[src/rtl/crt_pkg.sv]
// ----------------------------------------------------------------------------
// crt_pkg: shared types and codes for the compacting record table
// record layout, command codes, result status codes and cell controls
// ----------------------------------------------------------------------------
package crt_pkg;

    localparam int HEAD_W  = 64;
    localparam int TAIL_W  = 8;
    localparam int AGE_W   = 8;
    localparam int PHONE_W = 31;

    // command codes
    localparam logic [1:0] CMD_APPEND = 2'd0;
    localparam logic [1:0] CMD_REMOVE = 2'd1;
    localparam logic [1:0] CMD_SEARCH = 2'd2;
    localparam logic [1:0] CMD_LIST   = 2'd3;

    // result status codes
    localparam logic [2:0] ST_APPENDED = 3'd0;
    localparam logic [2:0] ST_REMOVED  = 3'd1;
    localparam logic [2:0] ST_FOUND    = 3'd2;
    localparam logic [2:0] ST_NOTFOUND = 3'd3;
    localparam logic [2:0] ST_EMPTY    = 3'd4;
    localparam logic [2:0] ST_FULL     = 3'd5;
    localparam logic [2:0] ST_LISTED   = 3'd6;

    typedef struct packed {
        logic [HEAD_W-1:0]  head;
        logic [TAIL_W-1:0]  tail;
        logic [AGE_W-1:0]   age;
        logic [PHONE_W-1:0] phone;
    } t_rec;

    // per-cell controls: load from the input, or take the neighbor's record
    typedef struct packed {
        logic load;
        logic shift;
    } t_cell_ctl;

endpackage

[src/rtl/crt_cell.sv]
// ----------------------------------------------------------------------------
// crt_cell: one record slot of the table
// holds a record; loads a new one or takes its upper neighbor's record
// ----------------------------------------------------------------------------
module crt_cell (
    input  logic             i_clk,
    input  crt_pkg::t_cell_ctl i_ctl,
    input  crt_pkg::t_rec    i_load_rec,
    input  crt_pkg::t_rec    i_next_rec,
    output crt_pkg::t_rec    o_rec
);
    import crt_pkg::*;

    t_rec r_rec;
    t_rec n_rec;

    always_comb begin
        n_rec = r_rec;
        if (i_ctl.load) begin
            n_rec = i_load_rec;
        end else if (i_ctl.shift) begin
            n_rec = i_next_rec;
        end
    end

    always_ff @(posedge i_clk) begin
        r_rec <= n_rec;
    end

    assign o_rec = r_rec;

endmodule

[src/rtl/compacting_record_table_core.sv]
// ----------------------------------------------------------------------------
// compacting_record_table_core: ordered table of name/age/phone records
// append, search, compacting remove and list over a ring of record cells
// ----------------------------------------------------------------------------
// usage:
//   a command transfer happens on a clock edge with start high and busy low.
//   results come out on the o_ ports for one cycle each, marked by o_valid;
//   o_last flags the final result of the command. the receiver cannot stall,
//   every result is taken in the cycle it shows.
// command flow:
//   append, and any command on an empty table, answers in the cycle after the
//   transfer and busy stays low, so commands may follow back to back.
//   search, remove and list rotate the whole ring of CAPACITY cells once,
//   one position a cycle, comparing or reporting the record at cell 0;
//   list results stream out during the rotation, one per cycle. search and
//   remove answer from a closing state, in which remove also pulls the later
//   records down one slot. busy stays high through the rotation and, for
//   search and remove, the closing state; the next command waits until busy
//   falls.
// reset:
//   synchronous, active low; the table comes up empty. record cells are not
//   cleared, only slots below the count are ever read.
// ----------------------------------------------------------------------------
module compacting_record_table_core #(
    parameter int CAPACITY = 16
) (
    input  logic                           i_clk,
    input  logic                           i_rst_n,
    input  logic                           start,
    output logic                           busy,
    input  logic [1:0]                     i_command,
    input  logic [crt_pkg::HEAD_W-1:0]     i_key_head,
    input  logic [crt_pkg::TAIL_W-1:0]     i_key_tail,
    input  logic [crt_pkg::AGE_W-1:0]      i_age_in,
    input  logic [crt_pkg::PHONE_W-1:0]    i_phone_in,
    output logic                           o_valid,
    output logic [2:0]                     o_status,
    output logic [3:0]                     o_slot,
    output logic [crt_pkg::HEAD_W-1:0]     o_rec_head,
    output logic [crt_pkg::TAIL_W-1:0]     o_rec_tail,
    output logic [crt_pkg::AGE_W-1:0]      o_rec_age,
    output logic [crt_pkg::PHONE_W-1:0]    o_rec_phone,
    output logic [4:0]                     o_fill,
    output logic                           o_last
);
    import crt_pkg::*;

    // index width for a slot, count width able to hold CAPACITY itself
    localparam int IW = (CAPACITY > 1) ? $clog2(CAPACITY) : 1;
    localparam int CW = $clog2(CAPACITY + 1);
    localparam logic [IW-1:0] LAST_STEP = IW'(CAPACITY - 1);
    localparam logic [CW-1:0] FULL_CNT  = CW'(CAPACITY);

    typedef enum logic [2:0] {
        S_IDLE = 3'b001,
        S_SCAN = 3'b010,
        S_DONE = 3'b100
    } t_state;

    t_state          r_state,  n_state;
    logic [1:0]      r_cmd,    n_cmd;
    logic [HEAD_W-1:0] r_key_head, n_key_head;
    logic [TAIL_W-1:0] r_key_tail, n_key_tail;
    logic [CW-1:0]   r_count,  n_count;
    logic [IW-1:0]   r_step,   n_step;
    logic            r_found,  n_found;
    logic [IW-1:0]   r_hit,    n_hit;
    t_rec            r_hit_rec, n_hit_rec;

    // registered result port
    logic            r_valid,  n_valid;
    logic [2:0]      r_status, n_status;
    logic [3:0]      r_slot,   n_slot;
    t_rec            r_out,    n_out;
    logic [4:0]      r_fill,   n_fill;
    logic            r_last,   n_last;

    // ring of record cells; cell k takes from cell k+1, the top wraps to 0
    t_rec      w_rec [CAPACITY];
    t_cell_ctl w_ctl [CAPACITY];
    t_rec      w_in_rec;

    // rotation pass: everything goes one place down, cell 0 wraps to the top
    logic      w_rotate;
    // compaction: cells from the removed slot upward take their neighbor
    logic      w_compact;

    assign w_in_rec = '{head: i_key_head, tail: i_key_tail,
                        age: i_age_in, phone: i_phone_in};

    genvar k;
    generate
        for (k = 0; k < CAPACITY; k++) begin : g_cell
            always_comb begin
                w_ctl[k].load  = r_state[0] && start && (i_command == CMD_APPEND)
                                 && (r_count != FULL_CNT)
                                 && (CW'(k) == r_count);
                w_ctl[k].shift = w_rotate || (w_compact && (IW'(k) >= r_hit));
            end

            crt_cell u_cell (
                .i_clk      (i_clk),
                .i_ctl      (w_ctl[k]),
                .i_load_rec (w_in_rec),
                .i_next_rec (w_rec[(k + 1) % CAPACITY]),
                .o_rec      (w_rec[k])
            );
        end
    endgenerate

    // the record under inspection sits in cell 0 during the rotation
    logic w_in_range;
    logic w_match;

    assign w_in_range = (CW'(r_step) < r_count);
    assign w_match    = w_in_range && !r_found
                        && (w_rec[0].head == r_key_head)
                        && (w_rec[0].tail == r_key_tail);

    assign w_rotate  = r_state[1];
    assign w_compact = r_state[2] && (r_cmd == CMD_REMOVE) && r_found;

    always_comb begin
        n_state   = r_state;
        n_cmd     = r_cmd;
        n_key_head = r_key_head;
        n_key_tail = r_key_tail;
        n_count   = r_count;
        n_step    = r_step;
        n_found   = r_found;
        n_hit     = r_hit;
        n_hit_rec = r_hit_rec;

        n_valid  = 1'b0;
        n_status = r_status;
        n_slot   = r_slot;
        n_out    = r_out;
        n_fill   = r_fill;
        n_last   = r_last;

        unique case (r_state)
            S_IDLE: begin
                if (start) begin
                    n_last = 1'b1;
                    n_fill = 5'(r_count);
                    n_slot = '0;
                    n_out  = '0;
                    if (i_command == CMD_APPEND) begin
                        n_valid = 1'b1;
                        if (r_count == FULL_CNT) begin
                            n_status = ST_FULL;
                        end else begin
                            n_status = ST_APPENDED;
                            n_slot   = 4'(r_count);
                            n_out    = w_in_rec;
                            n_count  = r_count + CW'(1);
                            n_fill   = 5'(r_count + CW'(1));
                        end
                    end else if (r_count == '0) begin
                        n_valid  = 1'b1;
                        n_status = ST_EMPTY;
                    end else begin
                        // start a full rotation of the ring
                        n_cmd      = i_command;
                        n_key_head = i_key_head;
                        n_key_tail = i_key_tail;
                        n_step     = '0;
                        n_found    = 1'b0;
                        n_state    = S_SCAN;
                    end
                end
            end

            S_SCAN: begin
                if (r_cmd == CMD_LIST) begin
                    if (w_in_range) begin
                        n_valid  = 1'b1;
                        n_status = ST_LISTED;
                        n_slot   = 4'(r_step);
                        n_out    = w_rec[0];
                        n_fill   = 5'(r_count);
                        n_last   = ((CW'(r_step) + CW'(1)) == r_count);
                    end
                end else if (w_match) begin
                    n_found   = 1'b1;
                    n_hit     = r_step;
                    n_hit_rec = w_rec[0];
                end
                n_step = r_step + IW'(1);
                if (r_step == LAST_STEP) begin
                    // ring is back in its original order here
                    n_step  = '0;
                    n_state = (r_cmd == CMD_LIST) ? S_IDLE : S_DONE;
                end
            end

            S_DONE: begin
                n_valid = 1'b1;
                n_last  = 1'b1;
                n_fill  = 5'(r_count);
                if (!r_found) begin
                    n_status = ST_NOTFOUND;
                    n_slot   = '0;
                    n_out    = '0;
                end else begin
                    n_slot = 4'(r_hit);
                    n_out  = r_hit_rec;
                    if (r_cmd == CMD_REMOVE) begin
                        n_status = ST_REMOVED;
                        n_count  = r_count - CW'(1);
                        n_fill   = 5'(r_count - CW'(1));
                    end else begin
                        n_status = ST_FOUND;
                    end
                end
                n_state = S_IDLE;
            end

            default: begin
                n_state = S_IDLE;
            end
        endcase
    end

    always_ff @(posedge i_clk) begin
        if (!i_rst_n) begin
            r_state <= S_IDLE;
            r_count <= '0;
            r_step  <= '0;
            r_found <= 1'b0;
            r_valid <= 1'b0;
        end else begin
            r_state <= n_state;
            r_count <= n_count;
            r_step  <= n_step;
            r_found <= n_found;
            r_valid <= n_valid;
        end
    end

    // payload registers, no reset needed
    always_ff @(posedge i_clk) begin
        r_cmd      <= n_cmd;
        r_key_head <= n_key_head;
        r_key_tail <= n_key_tail;
        r_hit      <= n_hit;
        r_hit_rec  <= n_hit_rec;
        r_status   <= n_status;
        r_slot     <= n_slot;
        r_out      <= n_out;
        r_fill     <= n_fill;
        r_last     <= n_last;
    end

    assign busy        = !r_state[0];
    assign o_valid     = r_valid;
    assign o_status    = r_status;
    assign o_slot      = r_slot;
    assign o_rec_head  = r_out.head;
    assign o_rec_tail  = r_out.tail;
    assign o_rec_age   = r_out.age;
    assign o_rec_phone = r_out.phone;
    assign o_fill      = r_fill;
    assign o_last      = r_last;

endmodule

[config.mk]
export PLATFORM = sky130hd
export DESIGN_NAME = compacting_record_table_core
export DESIGN_NICKNAME = d
export VERILOG_FILES = /design/src/rtl/crt_pkg.sv /design/src/rtl/crt_cell.sv /design/src/rtl/compacting_record_table_core.sv
export SDC_FILE = /design/constraint.sdc
export NUM_CORES = 2
export LEC_CHECK = 0
export BUFFER_PORTS_ARGS = -buffer_cell sky130_fd_sc_hd__buf_2
export CORE_ASPECT_RATIO = 1.25
export CORE_UTILIZATION = 45
export CTS_CLUSTER_DIAMETER = 50
export DETAILED_ROUTE_END_ITERATION = 6
export HOLD_SLACK_MARGIN = 0.05
export RECOVER_POWER = 25
export SLEW_MARGIN = 20
export SYNTH_ARGS = -nofsm -noshare
export SYNTH_HDL_FRONTEND = slang
export SYNTH_SLANG_ARGS = --single-unit
[constraint.sdc]
create_clock -name i_clk -period 17.2 [get_ports i_clk]
set_clock_uncertainty 0.1 [all_clocks]
set_input_delay 1.72 -clock i_clk [delete_from_list [all_inputs] [get_ports i_clk]]
set_output_delay 1.72 -clock i_clk [all_outputs]
set_load 0.05 [all_outputs]
==> results.md <==
- Yosys Warn Count: 0
- H-tree levels: 4
- Crit path depth: 8
- Maximum vdd drop: around 0.00012 V
- EDFF count, synth: 2089
- Avg WL per Cell: approximately 29 um
- Total routed wirelength: 222000 um
- Post-synth ARST share: 0%
- Max-cap viol count: 23
- Final HPWL DP: approximately 130000 um
- Core Box Area: ~190000 um^2
- Nets: 5092
- Post-Syn Area: about 88000 um^2
- Reg-to-reg endpoint: g_cell[9].u_cell.o_rec[96]
- Sum Neg Setup Slack: 0 ps
- GP Congestion: approximately 0.8
- Fill count: between 15000 and 20000
- Post-synth top area cell: edfxtp_1
- Worst Path Required: around 18000 ps
- Avg Inst Size Synth: 18.4 um^2
- Area growth, synth to finish: 11.5%
- Cts hold-fix bufs: 0
- P_leak: approximately 33 nW
- Crit path capture: g_cell[9].u_cell.o_rec[96]
- Hold WS: 382 ps
- First drt pass iteration count: 7
- Pwr per Cell Area: about 110 nW/um^2
- F_max: between 100 and 150 MHz
- Worst Tran Pin Value: ~5600 ps
- Gr ovfl total: 0
- Status: finished, violations left
- Worst slew margin: -275%
- Post-CTS resize count: 0
- # rows: around 180
- HP Class: reg -> reg
- Unique cell type count in the Yosys netlist: 59
- CP arrival: 8330 ps
- Die Ht: approximately 500 um
- Port bufs: between 200 and 250
- Die width: 398 um
- Initial cell density of the core: between 40% and 50%
- Crit-path slowest cell: clkbuf_1
- Worst-path cell chain: clkbuf_1, nor2_1, nand4_1, nor3_1, nand2_4, clkbuf_1, buf_4, mux2_1
- Clk_lat worst skew: between 800 and 900 ps
- Synth area leaders: edfxtp_1 71%, mux2_2 18%, mux2_1 4.5%
- Min cycle time layout: just under 8000 ps
- Crit-path most repeated cell: clkbuf_1
- Ratio of cells with drive above 1 in the final layout: between 30 and 40%
- Worst path top cell family by delay: buffers and inverters
- Most instantiated cells after synthesis: 2089 x edfxtp_1, 1422 x mux2_2, 350 x mux2_1, 196 x clkbuf_1, 153 x buf_2
- Synthesized flop and latch total: about 2100
- # setup viols final: 0
- Clock buffers created by TritonCTS: roughly 210
- CP startpoint kind: input pin
- Worst R2R Setup Slack: 10000 ps
- Sequential element share of the synthesized area: between 70% and 80%
- Post-Syn Nets: 4929
- Iter 0 DRT Violations: 3943
- Synth top area share: a little under three quarters
- Vias per cell: about 5.8
- Tot GR Track Use: 22.3%
- First-pass GRT wire length: about 320000 um
- Worst R2R Start: r_count[1]
- RSZ-0062 raised after global routing: no
- Post-CTS setup repair buffer count: 0
- CP Class: in -> reg
- Largest net degree at the start of global routing: a little under 70
- Top Ports: ~240
- Final-report max-slew violation count: 960
- Most numerous cell in the Yosys netlist: edfxtp_1
- Synth Instances: just under 5000
- Area of the die: between 150000 and 200000 um^2
- Hold Fails Final Rpt: 0
- Failing checks: DRC, capacitance limit, slew limit
- Hold_sp: g_cell[0].u_cell.o_rec[18]
- Via count: about 45000
- Worst-path fanout max: 67
- CP Capture Type: register
- DRC: 3
- CP max stage delay: just under 4000 ps
- Worst Path Buf+Inv: 3
- Vias in the first global route: between 40000 and 50000
- Final period util: approximately 46%
- Antenna violations before repair: 21
- Clock Sinks: between 2000 and 2500
- Crit. Startpoint: i_command[1]
- Reg clk slew, reported paths: around 60 ps
- R2R depth: 6
- Max clock buf depth: 3
- Power, Total: about 11 mW
- TritonCTS clock tree: done
- Clk root buf: clkbuf_16
- Main synth FF type: edfxtp_1
- Antenna violation net count after detailed routing: 0
layer usage:
metal / share of wire [%] / track usage (%) / up-vias / wire (um)
met2: 48 / 36.6 / 1533 / 108000
met3: 6.6 / 4.01 / 285 / 14700
met1: 43 / 30.9 / 23500 / 95100
li1: - / - / 19300 / -
met4: 2.0 / 5.02 / 12 / 4360
met5: 0.034 / 0 / - / 76
where the power goes:
| group | total [mW] | internal (mW) | switching [mW] |
|---|---|---|---|
| Clock | 4.59 | 2.60 | 1.99 |
| Combinational | 0.468 | 0.109 | 0.359 |
| Sequential | 5.80 | 5.75 | 0.0540 |
how the worst min path moves through the flow:
stage,end,depth (start not counted)
floorplan,r_hit_rec[0],0
global placement,r_hit_rec[5],0
detailed placement,r_hit_rec[5],0
CTS,r_hit_rec[18],0
global route,r_hit_rec[18],0
finish,r_hit_rec[18],0
cell usage in the layout, fill, tap and decap left out, types with 4 or more instances in the layout:
master      count
edfxtp_1     2089
mux2_2       1405
mux2_1        367
clkbuf_1      252
clkbuf_16     210
inv_1         130
a222oi_1      112
xor2_1         56
buf_4          55
buf_2          43
clkinv_2       39
clkinv_1       39
nand2_1        33
bufinv_16      22
nor2_1         21
o21ai_0        21
a21oi_1        20
nor2b_1        19
nor4_1         17
nand2_4        15
dfxtp_1        14
ha_1           12
clkinvlp_4     11
nand3_1        10
nor3_1          9
a31oi_1         9
xnor2_1         9
and3_1          6
nand4_1         6
a21o_1          5
a2111oi_0       5
clkinv_8        5
diode_2         4
and2_0          4
a32oi_1         4
nand3_4         4
clkinv_4        4
clkbuf_8        4
stage by stage:
stage | std cells | worst slack [ps] | utilization, % | instance area [um^2]
2_1_floorplan | 4801 | 2350 | - | 88300
3_3_place_gp | 7311 | 10730 | 47.2 | 91900
3_5_place_dp | 7315 | 10640 | 47.2 | 92000
4_1_cts | 7701 | 11560 | 50.8 | 98900
5_1_grt | 7703 | 9260 | 50.5 | 98500
6_report | 7706 | 9360 | 50.6 | 98500
kinds of logic after synthesis:
group	Yosys count	synth area share (%)
xor+xnor	65	0.645
buf+inv	489	2.31
flops	2103	71.4
mux	1773	22.6
fa+ha+maj	12	0.170
compound gates	198	1.90
simple gates	161	0.996
sequential cells by signal, summed over array words and instances (netlist names):
register / flops
g_cell.u_cell.o_rec: 1776
o_fill: 5
o_last: 1
o_rec_age: 8
o_rec_head: 64
o_rec_phone: 31
o_rec_tail: 8
o_slot: 4
o_status: 3
o_valid: 1
r_cmd: 2
r_count: 5
r_found: 1
r_hit: 4
r_hit_rec: 111
r_key_head: 64
r_key_tail: 8
r_state: 3
r_step: 4
cell type report:
class / count / area (um^2) / share of cell area, %
flip-flops and latches: 2103 / 63000 / 64.0
multi-input cells: 2209 / 23400 / 23.7
clock buffers: 257 / 5470 / 5.56
well taps: 2562 / 3210 / 3.26
repair buffers: 312 / 1520 / 1.54
clock inverters: 129 / 1380 / 1.40
inverters: 130 / 488 / 0.496
diodes: 4 / 10.0 / 0.0102
(Power assumes the default switching activity.)
